--- src/design/cssf_pkg.sv ---
`timescale 1ns / 1ps
// ----------------------------------------------------------------------------
// cssf_pkg
// Shared types, constants and the status transition table of the connector
// status block.
// ----------------------------------------------------------------------------
package cssf_pkg;

  localparam int CONNECTORS = 8;
  localparam int ERRS       = 8;
  localparam int SLOTS      = CONNECTORS * ERRS;
  localparam int CONN_W     = $clog2(CONNECTORS);
  localparam int ERR_W      = $clog2(ERRS);
  localparam int SLOT_W     = $clog2(SLOTS);

  localparam logic [3:0] ST_AVAILABLE   = 4'd0;
  localparam logic [3:0] ST_UNAVAILABLE = 4'd7;
  localparam logic [3:0] ST_FAULTED     = 4'd8;
  localparam logic [3:0] NOTR           = 4'd15;

  localparam logic [4:0] EV_UNAVAIL = 5'd5;
  localparam logic [4:0] EV_AVAIL   = 5'd6;
  localparam logic [4:0] EV_I1      = 5'd9;
  localparam logic [4:0] EV_I8      = 5'd16;

  localparam logic [2:0] CIU_RESET  = 3'd1;
  localparam logic [3:0] INIT_RESET = 4'd0;

  localparam logic [1:0] REG_CIU   = 2'd0;
  localparam logic [1:0] REG_ZINIT = 2'd1;
  localparam logic [1:0] REG_OINIT = 2'd2;

  typedef enum logic [2:0] {
    ACT_EVENT    = 3'd0,
    ACT_RAISE    = 3'd1,
    ACT_CLEAR    = 3'd2,
    ACT_CLR_ALL  = 3'd3,
    ACT_TRIG     = 3'd4,
    ACT_TRIG_ALL = 3'd5,
    ACT_RESTART  = 3'd6,
    ACT_UNUSED   = 3'd7
  } action_t;

  typedef struct packed {
    logic [15:0] ident;
    logic [3:0]  code;
    logic        fault;
    logic [31:0] tstamp;
  } err_entry_t;

  localparam int ENTRY_W = $bits(err_entry_t);

  typedef struct packed {
    logic capture;
    logic scan_start;
    logic apply;
    logic emit_done;
  } cmd_t;

  typedef struct packed {
    logic direct;
    logic scan_done;
    logic rescan;
    logic more;
  } sts_t;

  localparam logic [3:0] TRANS [9][17] = '{
    '{4'd1, 4'd2, 4'd3, 4'd4, 4'd6, 4'd7, NOTR, NOTR, NOTR,
      NOTR, NOTR, NOTR, NOTR, NOTR, NOTR, NOTR, NOTR},
    '{NOTR, 4'd2, 4'd3, 4'd4, NOTR, NOTR, 4'd0, 4'd5, NOTR,
      NOTR, NOTR, NOTR, NOTR, NOTR, NOTR, NOTR, NOTR},
    '{NOTR, NOTR, 4'd3, 4'd4, NOTR, 4'd7, 4'd0, 4'd5, NOTR,
      NOTR, NOTR, NOTR, NOTR, NOTR, NOTR, NOTR, NOTR},
    '{NOTR, 4'd2, NOTR, 4'd4, NOTR, 4'd7, 4'd0, 4'd5, NOTR,
      NOTR, NOTR, NOTR, NOTR, NOTR, NOTR, NOTR, NOTR},
    '{NOTR, 4'd2, 4'd3, NOTR, NOTR, 4'd7, 4'd0, 4'd5, NOTR,
      NOTR, NOTR, NOTR, NOTR, NOTR, NOTR, NOTR, NOTR},
    '{4'd1, NOTR, NOTR, NOTR, NOTR, 4'd7, 4'd0, NOTR, NOTR,
      NOTR, NOTR, NOTR, NOTR, NOTR, NOTR, NOTR, NOTR},
    '{4'd1, NOTR, NOTR, NOTR, NOTR, 4'd7, 4'd0, NOTR, 4'd0,
      NOTR, NOTR, NOTR, NOTR, NOTR, NOTR, NOTR, NOTR},
    '{4'd1, 4'd2, 4'd3, 4'd4, NOTR, NOTR, 4'd0, NOTR, NOTR,
      NOTR, NOTR, NOTR, NOTR, NOTR, NOTR, NOTR, NOTR},
    '{NOTR, NOTR, NOTR, NOTR, NOTR, NOTR, NOTR, NOTR, NOTR,
      4'd0, 4'd1, 4'd2, 4'd3, 4'd4, 4'd5, 4'd6, 4'd7}
  };

  // Connector zero only toggles Available/Unavailable and leaves Faulted.
  function automatic logic [3:0] next_state(logic is_zero, logic [3:0] st,
                                            logic [4:0] ev);
    logic [3:0] r;
    r = NOTR;
    if (ev <= EV_I8 && st <= ST_FAULTED) begin
      if (is_zero) begin
        if (st == ST_AVAILABLE && ev == EV_UNAVAIL) r = ST_UNAVAILABLE;
        else if (st == ST_UNAVAILABLE && ev == EV_AVAIL) r = ST_AVAILABLE;
        else if (st == ST_FAULTED && ev == EV_I1) r = ST_AVAILABLE;
        else if (st == ST_FAULTED && ev == EV_I8) r = ST_UNAVAILABLE;
      end else begin
        r = TRANS[st][ev];
      end
    end
    return r;
  endfunction

endpackage

--- src/design/cssf_if.sv ---
`timescale 1ns / 1ps
// ----------------------------------------------------------------------------
// cssf_if
// Request and result channels of the connector status block.
// ----------------------------------------------------------------------------
interface cssf_req_if;
  logic        valid;
  logic        ready;
  logic [2:0]  action;
  logic [2:0]  connector;
  logic [4:0]  event_code;
  logic [15:0] error_id;
  logic [3:0]  error_kind;
  logic        fault_flag;
  logic [31:0] time_now;

  modport source (output valid, action, connector, event_code, error_id,
                  error_kind, fault_flag, time_now, input ready);
  modport sink (input valid, action, connector, event_code, error_id,
                error_kind, fault_flag, time_now, output ready);
endinterface

interface cssf_res_if;
  logic        valid;
  logic        ready;
  logic        notify;
  logic [2:0]  report_connector;
  logic [3:0]  status;
  logic [3:0]  latest_code;
  logic [31:0] report_time;
  logic        accepted;
  logic        last;

  modport source (output valid, notify, report_connector, status, latest_code,
                  report_time, accepted, last, input ready);
  modport sink (input valid, notify, report_connector, status, latest_code,
                report_time, accepted, last, output ready);
endinterface

--- src/design/cssf_ram.sv ---
`timescale 1ns / 1ps
// ----------------------------------------------------------------------------
// cssf_ram
// Generic single-write, single-read RAM with registered read data.
// ----------------------------------------------------------------------------
module cssf_ram #(
  parameter int WIDTH = 8,
  parameter int DEPTH = 16
) (
  input  logic                     clk,
  input  logic                     we,
  input  logic [$clog2(DEPTH)-1:0] waddr,
  input  logic [WIDTH-1:0]         wdata,
  input  logic [$clog2(DEPTH)-1:0] raddr,
  output logic [WIDTH-1:0]         rdata
);

  logic [WIDTH-1:0] mem [DEPTH];

  always_ff @(posedge clk) begin
    if (we) begin
      mem[waddr] <= wdata;
    end
    rdata <= mem[raddr];
  end

endmodule

--- src/design/cssf_ctrl.sv ---
`timescale 1ns / 1ps
// ----------------------------------------------------------------------------
// cssf_ctrl
// Sequencer: capture a request, scan the error row, apply, present result.
// ----------------------------------------------------------------------------
module cssf_ctrl (
  input  logic          clk,
  input  logic          rst,
  input  logic          req_valid,
  output logic          req_ready,
  output logic          res_valid,
  input  logic          res_ready,
  output cssf_pkg::cmd_t cmd,
  input  cssf_pkg::sts_t sts
);

  typedef enum logic [4:0] {
    S_IDLE  = 5'b00001,
    S_START = 5'b00010,
    S_SCAN  = 5'b00100,
    S_APPLY = 5'b01000,
    S_EMIT  = 5'b10000
  } state_t;

  state_t state, state_next;

  always_ff @(posedge clk) begin
    if (rst) state <= S_IDLE;
    else     state <= state_next;
  end

  assign req_ready = (state == S_IDLE);
  assign res_valid = (state == S_EMIT);

  always_comb begin
    state_next = state;
    cmd        = '0;
    case (state)
      S_IDLE: begin
        if (req_valid) begin
          cmd.capture = 1'b1;
          state_next  = S_START;
        end
      end
      S_START: begin
        if (sts.direct) begin
          state_next = S_APPLY;
        end else begin
          cmd.scan_start = 1'b1;
          state_next     = S_SCAN;
        end
      end
      S_SCAN: begin
        if (sts.scan_done) state_next = S_APPLY;
      end
      S_APPLY: begin
        cmd.apply  = 1'b1;
        state_next = sts.rescan ? S_START : S_EMIT;
      end
      S_EMIT: begin
        if (res_ready) begin
          cmd.emit_done = 1'b1;
          state_next    = sts.more ? S_START : S_IDLE;
        end
      end
      default: state_next = S_IDLE;
    endcase
  end

endmodule

--- src/design/cssf_dp.sv ---
`timescale 1ns / 1ps
// ----------------------------------------------------------------------------
// cssf_dp
// Datapath: connector states, error store, row scan and result register.
// ----------------------------------------------------------------------------
module cssf_dp (
  input  logic          clk,
  input  logic          rst,
  input  cssf_pkg::cmd_t cmd,
  output cssf_pkg::sts_t sts,
  input  logic          cfg_we,
  input  logic [1:0]    cfg_index,
  input  logic [3:0]    cfg_data,
  input  logic [2:0]    in_action,
  input  logic [2:0]    in_connector,
  input  logic [4:0]    in_event_code,
  input  logic [15:0]   in_error_id,
  input  logic [3:0]    in_error_kind,
  input  logic          in_fault_flag,
  input  logic [31:0]   in_time_now,
  output logic          o_notify,
  output logic [2:0]    o_conn,
  output logic [3:0]    o_status,
  output logic [3:0]    o_code,
  output logic [31:0]   o_time,
  output logic          o_acc,
  output logic          o_last
);

  localparam int CW = cssf_pkg::CONN_W;
  localparam int EW = cssf_pkg::ERR_W;

  // configuration
  logic [2:0] cin;
  logic [3:0] zinit, oinit;

  // captured request
  cssf_pkg::action_t act;
  logic [CW-1:0] item_conn;
  logic [4:0]    ev;
  logic [15:0]   eid;
  logic [3:0]    kind;
  logic          isf;
  logic [31:0]   now;

  logic [CW-1:0] cur;
  logic          pass2;
  logic [3:0]    conn_state [cssf_pkg::CONNECTORS];
  logic [cssf_pkg::SLOTS-1:0] err_valid;

  // scan
  logic          scan_act;
  logic [EW:0]   scan_cnt;
  logic          rd_pend;
  logic [EW-1:0] rd_slot;
  logic          any_fault, match_found, best_found;
  logic [EW-1:0] match_slot;
  logic [31:0]   best_time;
  logic [15:0]   best_id;
  logic [3:0]    best_code;

  cssf_pkg::err_entry_t q, wentry;
  logic                 ram_we;
  logic [cssf_pkg::SLOT_W-1:0] waddr;

  logic [2:0]    top;

  assign top = cin;

  // free slot: first clear valid bit in the row
  logic [cssf_pkg::ERRS-1:0] row;
  logic          free_found;
  logic [EW-1:0] free_slot;
  assign row = err_valid[{cur, {EW{1'b0}}} +: cssf_pkg::ERRS];

  always_comb begin
    free_found = 1'b0;
    free_slot  = '0;
    for (int k = cssf_pkg::ERRS - 1; k >= 0; k--) begin
      if (!row[k]) begin
        free_found = 1'b1;
        free_slot  = EW'(k);
      end
    end
  end

  cssf_ram #(.WIDTH(cssf_pkg::ENTRY_W), .DEPTH(cssf_pkg::SLOTS)) u_store (
    .clk   (clk),
    .we    (ram_we),
    .waddr (waddr),
    .wdata (wentry),
    .raddr ({cur, scan_cnt[EW-1:0]}),
    .rdata (q)
  );

  // derived values for apply
  logic [3:0] cur_st, shown, nxt;
  logic       zok;
  assign cur_st = conn_state[cur];
  assign shown  = any_fault ? cssf_pkg::ST_FAULTED : cur_st;
  assign nxt    = cssf_pkg::next_state(cur == '0, cur_st, ev);
  assign zok    = (zinit == cssf_pkg::ST_AVAILABLE || zinit == cssf_pkg::ST_UNAVAILABLE
                   || zinit == cssf_pkg::ST_FAULTED) && (oinit <= cssf_pkg::ST_FAULTED);

  logic raise_ok;
  assign raise_ok = free_found && !match_found;

  assign sts.direct    = (act == cssf_pkg::ACT_UNUSED) ||
                         (act != cssf_pkg::ACT_TRIG_ALL && act != cssf_pkg::ACT_RESTART
                          && item_conn > top);
  assign sts.scan_done = !scan_act && !rd_pend;
  assign sts.rescan    = (act == cssf_pkg::ACT_CLEAR) && match_found && !pass2
                         && !sts.direct;
  assign sts.more      = (act == cssf_pkg::ACT_TRIG_ALL) && (cur != top);

  assign ram_we = cmd.apply && !sts.direct && act == cssf_pkg::ACT_RAISE && raise_ok;
  assign waddr  = {cur, free_slot};
  always_comb begin
    wentry        = '0;
    wentry.ident  = eid;
    wentry.code   = kind;
    wentry.fault  = isf;
    wentry.tstamp = now;
  end

  // control state
  always_ff @(posedge clk) begin
    if (rst) begin
      cin       <= cssf_pkg::CIU_RESET;
      zinit     <= cssf_pkg::INIT_RESET;
      oinit     <= cssf_pkg::INIT_RESET;
      err_valid <= '0;
      scan_act  <= 1'b0;
      rd_pend   <= 1'b0;
      pass2     <= 1'b0;
      for (int i = 0; i < cssf_pkg::CONNECTORS; i++) conn_state[i] <= cssf_pkg::INIT_RESET;
    end else begin
      if (cfg_we) begin
        case (cfg_index)
          cssf_pkg::REG_CIU:   cin   <= cfg_data[2:0];
          cssf_pkg::REG_ZINIT: zinit <= cfg_data;
          cssf_pkg::REG_OINIT: oinit <= cfg_data;
          default: ;
        endcase
      end
      // walk the row, one read per cycle
      if (cmd.scan_start) begin
        scan_act <= 1'b1;
        scan_cnt <= '0;
      end else if (scan_act) begin
        scan_cnt <= scan_cnt + 1'b1;
        if (scan_cnt == (EW+1)'(cssf_pkg::ERRS - 1)) scan_act <= 1'b0;
      end
      rd_pend <= scan_act && !cmd.scan_start;
      rd_slot <= scan_cnt[EW-1:0];

      if (cmd.apply && !sts.direct) begin
        case (act)
          cssf_pkg::ACT_EVENT: begin
            if (nxt != cssf_pkg::NOTR) conn_state[cur] <= nxt;
          end
          cssf_pkg::ACT_RAISE: begin
            if (raise_ok) err_valid[{cur, free_slot}] <= 1'b1;
          end
          cssf_pkg::ACT_CLEAR: begin
            if (pass2) begin
              pass2 <= 1'b0;
            end else if (match_found) begin
              err_valid[{cur, match_slot}] <= 1'b0;
              pass2 <= 1'b1;
            end
          end
          cssf_pkg::ACT_CLR_ALL: begin
            err_valid[{cur, {EW{1'b0}}} +: cssf_pkg::ERRS] <= '0;
          end
          cssf_pkg::ACT_RESTART: begin
            if (zok) begin
              err_valid <= '0;
              for (int i = 0; i < cssf_pkg::CONNECTORS; i++)
                conn_state[i] <= (i == 0) ? zinit : oinit;
            end
          end
          default: ;
        endcase
      end
    end
  end

  // request capture, scan accumulation and result register
  always_ff @(posedge clk) begin
    if (cmd.capture) begin
      act       <= cssf_pkg::action_t'(in_action);
      item_conn <= in_connector;
      ev        <= in_event_code;
      eid       <= in_error_id;
      kind      <= in_error_kind;
      isf       <= in_fault_flag;
      now       <= in_time_now;
      cur       <= (in_action == cssf_pkg::ACT_TRIG_ALL ||
                    in_action == cssf_pkg::ACT_RESTART) ? '0 : in_connector;
    end else if (cmd.emit_done && sts.more) begin
      cur <= cur + 1'b1;
    end

    if (cmd.scan_start) begin
      any_fault   <= 1'b0;
      match_found <= 1'b0;
      best_found  <= 1'b0;
    end else if (rd_pend && err_valid[{cur, rd_slot}]) begin
      if (q.fault) any_fault <= 1'b1;
      if (q.ident == eid) begin
        match_found <= 1'b1;
        match_slot  <= rd_slot;
      end
      if (!best_found || q.tstamp > best_time ||
          (q.tstamp == best_time && q.ident < best_id)) begin
        best_found <= 1'b1;
        best_time  <= q.tstamp;
        best_id    <= q.ident;
        best_code  <= q.code;
      end
    end

    if (cmd.apply) begin
      o_conn   <= cur;
      o_time   <= now;
      o_code   <= '0;
      o_notify <= 1'b0;
      o_acc    <= 1'b0;
      o_status <= shown;
      o_last   <= !sts.more;
      if (sts.direct) begin
        o_conn   <= item_conn;
        o_status <= cssf_pkg::ST_UNAVAILABLE;
        o_time   <= '0;
        o_last   <= 1'b1;
      end else begin
        case (act)
          cssf_pkg::ACT_EVENT: begin
            if (nxt != cssf_pkg::NOTR) begin
              o_acc    <= 1'b1;
              o_notify <= !any_fault;
              o_status <= any_fault ? cssf_pkg::ST_FAULTED : nxt;
              o_code   <= best_found ? best_code : 4'd0;
            end
          end
          cssf_pkg::ACT_RAISE: begin
            if (raise_ok) begin
              o_acc    <= 1'b1;
              o_notify <= 1'b1;
              o_status <= (any_fault || isf) ? cssf_pkg::ST_FAULTED : cur_st;
              o_code   <= kind;
            end
          end
          cssf_pkg::ACT_CLEAR: begin
            if (pass2) begin
              o_acc    <= 1'b1;
              o_notify <= !any_fault;
              o_code   <= best_found ? best_code : 4'd0;
            end
          end
          cssf_pkg::ACT_CLR_ALL: begin
            o_acc    <= 1'b1;
            o_notify <= 1'b1;
            o_status <= cur_st;
          end
          cssf_pkg::ACT_TRIG, cssf_pkg::ACT_TRIG_ALL: begin
            o_acc    <= 1'b1;
            o_notify <= 1'b1;
            o_code   <= best_found ? best_code : 4'd0;
            o_time   <= best_found ? best_time : now;
          end
          cssf_pkg::ACT_RESTART: begin
            o_acc    <= zok;
            o_status <= zok ? zinit : shown;
          end
          default: ;
        endcase
      end
    end
  end

endmodule

--- src/design/connector_status_fsm_with_faults_unit.sv ---
`timescale 1ns / 1ps
// ----------------------------------------------------------------------------
// connector_status_fsm_with_faults_unit
// Charging status and active error table per connector.
// ----------------------------------------------------------------------------
// Usage:
//   req carries one request (valid/ready): an event, raise/clear of an
//   error, clear all, a status trigger, trigger all, or restart.
//   result carries the answers (valid/ready); last marks the final answer
//   of a request. Trigger all gives one answer per connector in use.
//   cfg_we/cfg_index/cfg_data write the three registers; write them only
//   while no request is outstanding.
// Timing:
//   One request at a time, taken only while the block is idle. A request
//   passes a decode step, a walk through the eight error slots of its
//   connector (eight RAM reads, one per cycle, then the registered data
//   is taken in) and an apply step before its answer is valid. A clear
//   that hits an entry walks the row a second time. Trigger all walks
//   the row of each further connector once the previous answer is taken.
//   An unused connector or action code skips the walk. The block returns
//   to idle after the last answer before the next request is accepted.
// Reset clears all error valid bits, loads the reset register values and
// puts every connector in Available. While the receiver stalls, hold the
// result and accept no further request.
// ----------------------------------------------------------------------------
module connector_status_fsm_with_faults_unit (
  input  logic        clk,
  input  logic        rst,
  cssf_req_if.sink    req,
  cssf_res_if.source  result,
  input  logic        cfg_we,
  input  logic [1:0]  cfg_index,
  input  logic [3:0]  cfg_data
);

  cssf_pkg::cmd_t cmd;
  cssf_pkg::sts_t sts;

  // sequencer: drives the handshakes and steps the datapath
  cssf_ctrl u_ctrl (
    .clk       (clk),
    .rst       (rst),
    .req_valid (req.valid),
    .req_ready (req.ready),
    .res_valid (result.valid),
    .res_ready (result.ready),
    .cmd       (cmd),
    .sts       (sts)
  );

  // datapath: state, error store and the result register
  cssf_dp u_dp (
    .clk           (clk),
    .rst           (rst),
    .cmd           (cmd),
    .sts           (sts),
    .cfg_we        (cfg_we),
    .cfg_index     (cfg_index),
    .cfg_data      (cfg_data),
    .in_action     (req.action),
    .in_connector  (req.connector),
    .in_event_code (req.event_code),
    .in_error_id   (req.error_id),
    .in_error_kind (req.error_kind),
    .in_fault_flag (req.fault_flag),
    .in_time_now   (req.time_now),
    .o_notify      (result.notify),
    .o_conn        (result.report_connector),
    .o_status      (result.status),
    .o_code        (result.latest_code),
    .o_time        (result.report_time),
    .o_acc         (result.accepted),
    .o_last        (result.last)
  );

endmodule

--- src/flat_wrapper.sv ---
// flat-port wrapper written by rule: the top's interface ports become plain ports
module connector_status_fsm_with_faults_unit_flat 
  (clk, rst, cfg_we, cfg_index, cfg_data, req_valid, req_action, req_connector, req_event_code, req_error_id, req_error_kind, req_fault_flag, req_time_now, req_ready, result_valid, result_notify, result_report_connector, result_status, result_latest_code, result_report_time, result_accepted, result_last, result_ready);
  cssf_req_if req_i ();
  cssf_res_if result_i ();
  input  logic clk;
  input  logic rst;
  input  logic cfg_we;
  input  logic [1:0] cfg_index;
  input  logic [3:0] cfg_data;
  input wire logic [$bits(req_i.valid)-1:0] req_valid;
  input wire logic [$bits(req_i.action)-1:0] req_action;
  input wire logic [$bits(req_i.connector)-1:0] req_connector;
  input wire logic [$bits(req_i.event_code)-1:0] req_event_code;
  input wire logic [$bits(req_i.error_id)-1:0] req_error_id;
  input wire logic [$bits(req_i.error_kind)-1:0] req_error_kind;
  input wire logic [$bits(req_i.fault_flag)-1:0] req_fault_flag;
  input wire logic [$bits(req_i.time_now)-1:0] req_time_now;
  output wire logic [$bits(req_i.ready)-1:0] req_ready;
  output wire logic [$bits(result_i.valid)-1:0] result_valid;
  output wire logic [$bits(result_i.notify)-1:0] result_notify;
  output wire logic [$bits(result_i.report_connector)-1:0] result_report_connector;
  output wire logic [$bits(result_i.status)-1:0] result_status;
  output wire logic [$bits(result_i.latest_code)-1:0] result_latest_code;
  output wire logic [$bits(result_i.report_time)-1:0] result_report_time;
  output wire logic [$bits(result_i.accepted)-1:0] result_accepted;
  output wire logic [$bits(result_i.last)-1:0] result_last;
  input wire logic [$bits(result_i.ready)-1:0] result_ready;
  assign req_i.valid = req_valid;
  assign req_i.action = req_action;
  assign req_i.connector = req_connector;
  assign req_i.event_code = req_event_code;
  assign req_i.error_id = req_error_id;
  assign req_i.error_kind = req_error_kind;
  assign req_i.fault_flag = req_fault_flag;
  assign req_i.time_now = req_time_now;
  assign req_ready = req_i.ready;
  assign result_valid = result_i.valid;
  assign result_notify = result_i.notify;
  assign result_report_connector = result_i.report_connector;
  assign result_status = result_i.status;
  assign result_latest_code = result_i.latest_code;
  assign result_report_time = result_i.report_time;
  assign result_accepted = result_i.accepted;
  assign result_last = result_i.last;
  assign result_i.ready = result_ready;
  connector_status_fsm_with_faults_unit u_core (.clk(clk), .rst(rst), .req(req_i), .result(result_i), .cfg_we(cfg_we), .cfg_index(cfg_index), .cfg_data(cfg_data));
endmodule
--- config.mk ---
export PLATFORM = sky130hd
export DESIGN_NAME = connector_status_fsm_with_faults_unit_flat
export DESIGN_NICKNAME = d
export VERILOG_FILES = /design/src/design/cssf_pkg.sv /design/src/design/cssf_if.sv /design/src/design/cssf_ram.sv /design/src/design/cssf_ctrl.sv /design/src/design/cssf_dp.sv /design/src/design/connector_status_fsm_with_faults_unit.sv /design/src/flat_wrapper.sv
export SDC_FILE = /design/constraint.sdc
export NUM_CORES = 2
export LEC_CHECK = 0
export BUFFER_PORTS_ARGS = -buffer_cell sky130_fd_sc_hd__buf_2
export CORE_MARGIN = 8
export CORE_UTILIZATION = 30
export DETAILED_ROUTE_END_ITERATION = 12
export MAX_ROUTING_LAYER = met4
export PLACE_DENSITY = 0.46
export SLEW_MARGIN = 40
export SYNTH_ARGS = -nofsm -noshare
export SYNTH_HDL_FRONTEND = slang
export SYNTH_SLANG_ARGS = --single-unit
export TNS_END_PERCENT = 5
--- constraint.sdc ---
create_clock -name clk -period 9.65 [get_ports clk]
set_clock_uncertainty 0.1 [all_clocks]
set_input_delay 0.965 -clock clk [delete_from_list [all_inputs] [get_ports clk]]
set_output_delay 0.965 -clock clk [all_outputs]
set_load 0.01 [all_outputs]
==> results_tabular.tex <==
\begin{tabular}{lr}
\hline
Metric & Value \\
\hline
\multicolumn{2}{l}{\textbf{Status}} \\
\quad Outcome & finished, violations left \\
\quad Violations in the final reports & antenna rules \\
\multicolumn{2}{l}{\textbf{Global route}} \\
\quad Vias in the first global route & 72800 \\
\quad Remaining global-route overflow & 0 \\
\quad All-Layer GR Usage & 18.7\% \\
\quad Antenna violations before repair & 86 \\
\quad First-pass GRT wire length & 643000 µm \\
\quad Largest net degree at the start of global routing & 96 \\
\multicolumn{2}{l}{\textbf{Placement}} \\
\quad Total placed instance area & 0.157 mm² \\
\quad Half-perimeter wire length after placement & 306000 µm \\
\quad Placed Instances & 13100 \\
\quad Count of port buffers added during placement & 122 \\
\quad Place WS & 3.38 ns \\
\quad RD Place Congestion & 0.848 \\
\multicolumn{2}{l}{\textbf{Drt}} \\
\quad Final WL & 476000 µm \\
\quad Router iterations before antenna repair & 8 \\
\quad Drt via density & 5.25 \\
\quad Total number of vias & 73200 \\
\quad Post-DRT Antenna Nets & 1 \\
\quad Mean routed wirelength per cell & 34.2 µm \\
\quad Remaining DRCs & 0 \\
\quad DR iter-0 viols & 9399 \\
\multicolumn{2}{l}{\textbf{Timing}} \\
\quad Time the final worst path needs with I/O delays and setup & 6.23 ns \\
\quad Total Negative Setup Slacks & 0 ns \\
\quad Final hold slack & 0.0841 ns \\
\quad RSZ-0062 raised after global routing & false \\
\quad Count of endpoints failing setup in the final report & 0 \\
\quad Headroom to the max-slew limit & 33.5\% \\
\quad Final number of max-transition violations & 0 \\
\quad Slew at the pin with the worst max-slew slack & 0.970 ns \\
\quad Setup WS post-layout & 3.42 ns \\
\quad Post-route fraction of the period consumed by the critical path & 64.6\% \\
\quad Hold Fails Final Rpt & 0 \\
\quad Achievable clock frequency & 0.161 GHz \\
\multicolumn{2}{l}{\textbf{Critical path}} \\
\quad Worst setup path class & reg -> reg \\
\quad Worst Reg2Reg Path Length in Cells & 10 \\
\quad Setup crit start kind & register \\
\quad End of the worst register-to-register path & u\_core.u\_dp.u\_store.mem[59][26]\$\_DFFE\_PP\_ \\
\quad Origin of the critical flop-to-flop path & u\_core.u\_dp.cur[0]\$\_DFFE\_PN\_ \\
\quad Worst Path Max Fanout & 33 \\
\quad Worst path required time & 10.14 ns \\
\quad Critical path endpoint category & register \\
\quad Setup slack of the most critical reg-to-reg path & 3.42 ns \\
\quad Arrival @ worst endpoint & 6.72 ns \\
\multicolumn{2}{l}{\textbf{Yosys}} \\
\quad Syn. warnings & 0 \\
\quad Post-Synth Adder-Cell Area & 0.543\% \\
\quad Post-synth design cell area & 0.145 mm² \\
\quad Post-synth cell types & 89 \\
\quad Top cells by area, synth & sky130\_fd\_sc\_hd\_\_edfxtp\_1, sky130\_fd\_sc\_hd\_\_mux4\_2, sky130\_fd\_sc\_hd\_\_dfxtp\_1 \\
\quad Mux contribution to synthesized area & 17.5\% \\
\quad Mapped Cells & 6609 \\
\quad Post-synthesis cell type with the largest combined area & sky130\_fd\_sc\_hd\_\_edfxtp\_1 \\
\quad Dominant combinational cell family by area after synthesis & multiplexers \\
\quad Share of the synthesized area in compound gates (AO/OA/AOI/OAI) & 2.31\% \\
\quad Synthesized flop and latch total & 3741 \\
\quad Sequential share of the synthesized area & 76.4\% \\
\quad FFs w/ async S/R, synth & 0\% \\
\quad Count of flip-flops with a built-in enable after synthesis & 3599 \\
\quad Dominant register cell in the synthesized netlist & sky130\_fd\_sc\_hd\_\_edfxtp\_1 \\
\quad Post-synth top area share & 74.4\% \\
\quad Post-synthesis simple-gate area fraction & 1.89\% \\
\quad Post-Syn Area per Cell & 22.0 µm² \\
\quad Net Count, Synth & 6747 \\
\quad Post-synthesis xor/xnor area fraction & 0.145\% \\
\multicolumn{2}{l}{\textbf{Min path}} \\
\quad Hold Path End & u\_core.u\_dp.eid[4]\$\_DFFE\_PP\_ \\
\quad Worst Hold Depth & 1 \\
\quad Min-Delay Startpoint & req\_error\_id[4] \\
\quad Type of the worst min-delay path & in -> reg \\
\multicolumn{2}{l}{\textbf{Floorplan}} \\
\quad Site row count & 255 \\
\quad Effective utilization at floorplan & 30.1\% \\
\quad Die extent in y & 712 µm \\
\quad Die outline area & 0.507 mm² \\
\quad Io pins & 123 \\
\quad Chip width & 712 µm \\
\quad Area inside the core boundary & 0.482 mm² \\
\multicolumn{2}{l}{\textbf{Power}} \\
\quad Max rail drop VDD & 147 µV \\
\quad Static Leak & 53.1 nW \\
\quad Power density of the placed cells & 236 mW/mm² \\
\multicolumn{2}{l}{\textbf{Final layout}} \\
\quad Number of filler instances in the final layout & 44400 \\
\quad Number of nets at the end of the flow & 7297 \\
\quad Combined flip-flop and latch cell area & 0.111 mm² \\
\quad Most frequent cells in the layout & sky130\_fd\_sc\_hd\_\_edfxtp\_1, sky130\_fd\_sc\_hd\_\_mux4\_2, sky130\_fd\_sc\_hd\_\_clkbuf\_16 \\
\quad Final cell area excluding filler cells & 0.170 mm² \\
\quad Area growth from synthesis to layout & 17.1\% \\
\quad Most frequent standard cell in the layout excluding fill and tap cells & sky130\_fd\_sc\_hd\_\_edfxtp\_1 \\
\quad Layout cell share with drive strength beyond 1 & 29.1\% \\
\quad Final Non-Filler Cells & 13900 \\
\quad Area occupied by multi-input gates & 0.0333 mm² \\
\multicolumn{2}{l}{\textbf{Clock network}} \\
\quad Clock slew at reported path FFs & 0.06 ns \\
\quad Number of resized instances in the post-cts repair step & 0 \\
\quad Number of clock sinks & 3741 \\
\quad Clock tree root driver cell & sky130\_fd\_sc\_hd\_\_clkbuf\_16 \\
\quad Clock latency at the later pin of the worst-skew pair & 0.99 ns \\
\quad Inserted Clock Buffers & 401 \\
\quad CTS Buffer Depth & 4 \\
\quad Clock tree from TritonCTS & yes \\
\quad Number of levels the H-tree was split into & 5 \\
\multicolumn{2}{l}{\textbf{Flow run}} \\
\quad Count of max-cap constraint violations & 0 \\
\hline
\end{tabular}
-- power by group --
group	switching, W	leakage (nW)	internal, W
clock network	0.00656	6.15	0.00847
registers	0.000337	33.6	0.0189
logic	0.00427	13.4	0.00157
-- critical path: stages (launching register included) --
cell and delay (ns):
sky130_fd_sc_hd__edfxtp_1 0.45, sky130_fd_sc_hd__buf_6 0.22, sky130_fd_sc_hd__buf_4 0.60, sky130_fd_sc_hd__mux4_2 0.66, sky130_fd_sc_hd__a31oi_2 0.39, sky130_fd_sc_hd__o41a_4 0.28, sky130_fd_sc_hd__nand3_1 0.21, sky130_fd_sc_hd__nor2_4 0.62
sky130_fd_sc_hd__nand2_1 0.63, sky130_fd_sc_hd__nor2_4 0.84, sky130_fd_sc_hd__buf_4 0.67
-- flip-flops by register name (all words and copies together), names as in the netlist, 4 cells and up, named ones only --
name	cells
u_core.u_dp.oinit	4
u_core.u_dp.best_time	32
u_core.u_dp.conn_state	32
u_core.u_dp.best_code	4
u_core.u_dp.scan_cnt	4
u_core.u_dp.u_store.rdata	53
u_core.u_dp.eid	16
u_core.u_dp.ev	5
u_core.u_dp.o_status	4
u_core.u_dp.o_code	4
u_core.u_dp.kind	4
u_core.u_dp.u_store.mem	3392
u_core.u_ctrl.state	5
u_core.u_dp.now	32
u_core.u_dp.err_valid	64
u_core.u_dp.best_id	16
u_core.u_dp.zinit	4
u_core.u_dp.o_time	32
-- through the flow --
stage	total power, W	utilization [%]
6_report	0.0401	35.3
5_1_grt	0.0413	35.2
4_1_cts	0.0405	35.2
3_5_place_dp	0.0254	32.5
3_3_place_gp	0.0253	32.2
2_1_floorplan	0.0222	-
-- synthesized netlist by cell type (10+ instances only) --
cell type                  instances
sky130_fd_sc_hd__xor2_1           11
sky130_fd_sc_hd__nand3_1          55
sky130_fd_sc_hd__o21ai_1          35
sky130_fd_sc_hd__xnor2_1          13
sky130_fd_sc_hd__nor3_1           20
sky130_fd_sc_hd__mux2i_1         219
sky130_fd_sc_hd__nand4_1          15
sky130_fd_sc_hd__o21ai_0         146
sky130_fd_sc_hd__inv_1            71
sky130_fd_sc_hd__buf_1            60
sky130_fd_sc_hd__nand2_1         189
sky130_fd_sc_hd__ha_1             63
sky130_fd_sc_hd__edfxtp_1       3599
sky130_fd_sc_hd__mux4_2         1027
sky130_fd_sc_hd__a21oi_1         147
sky130_fd_sc_hd__nand3b_1         11
sky130_fd_sc_hd__o22ai_1          93
sky130_fd_sc_hd__nor2b_1          12
sky130_fd_sc_hd__clkbuf_1        180
sky130_fd_sc_hd__buf_2            98
sky130_fd_sc_hd__o21a_1           10
sky130_fd_sc_hd__a211oi_1         11
sky130_fd_sc_hd__dfxtp_1         142
sky130_fd_sc_hd__a21o_1           18
sky130_fd_sc_hd__nor4_1           14
sky130_fd_sc_hd__nor2_1          178
sky130_fd_sc_hd__nor3b_1          11
-- metal layers --
layer,GRT usage (%),vias to the layer above,wire (µm)
met3,3.46,573,38000
met5,-,-,0
met1,26.0,40400,206000
met2,29.0,3148,222000
li1,-,29100,-
met4,3.83,0,10300
-- area by class of cell --
cell class | count | share of cell area, %
repair buffers | 493 | 2.78
clock buffers | 514 | 6.23
flip-flops and latches | 3741 | 65.3
multi-input cells | 2450 | 19.6
well taps | 6425 | 4.73
inverters | 72 | 0.166
clock inverters | 224 | 1.22
diodes | 25 | 0.0368
-- worst max path at each step --
stage	slack [ns]	to	from
6_report	3.42	u_core.u_dp.u_store.mem[59][26]$_DFFE_PP_	u_core.u_dp.cur[0]$_DFFE_PN_
3_3_place_gp	2.15	u_core.u_dp.u_store.mem[15][50]$_DFFE_PP_	u_core.u_dp.cur[0]$_DFFE_PN_
3_5_place_dp	3.38	u_core.u_dp.u_store.mem[62][17]$_DFFE_PP_	u_core.u_dp.cur[0]$_DFFE_PN_
5_1_grt	3.22	u_core.u_dp.u_store.mem[57][26]$_DFFE_PP_	u_core.u_dp.cur[0]$_DFFE_PN_
2_1_floorplan	4.42	u_core.u_dp.u_store.mem[43][0]$_DFFE_PP_	u_core.u_dp.cur[0]$_DFFE_PN_
4_1_cts	3.35	u_core.u_dp.u_store.mem[62][23]$_DFFE_PP_	u_core.u_dp.cur[0]$_DFFE_PN_
-- kinds of logic (layout without fill, tap and decap cells) --
group	count (synthesis)	in the layout
AND/OR/NAND/NOR	566	566
other	0	25
adder cells (fa/ha/maj)	63	63
AO/OA/AOI/OAI	543	543
buffers and inverters	418	1303
XOR/XNOR	24	24
flip-flops	3741	3741
multiplexers	1254	1254
-- repair_timing --
item / 4_1_cts / 5_1_grt
hold buffers: 43 / 0
hold endpoints to repair: 43 / 0
buffers inserted: 0 / 0
No activity file was read; power rests on OpenSTA's default activity.
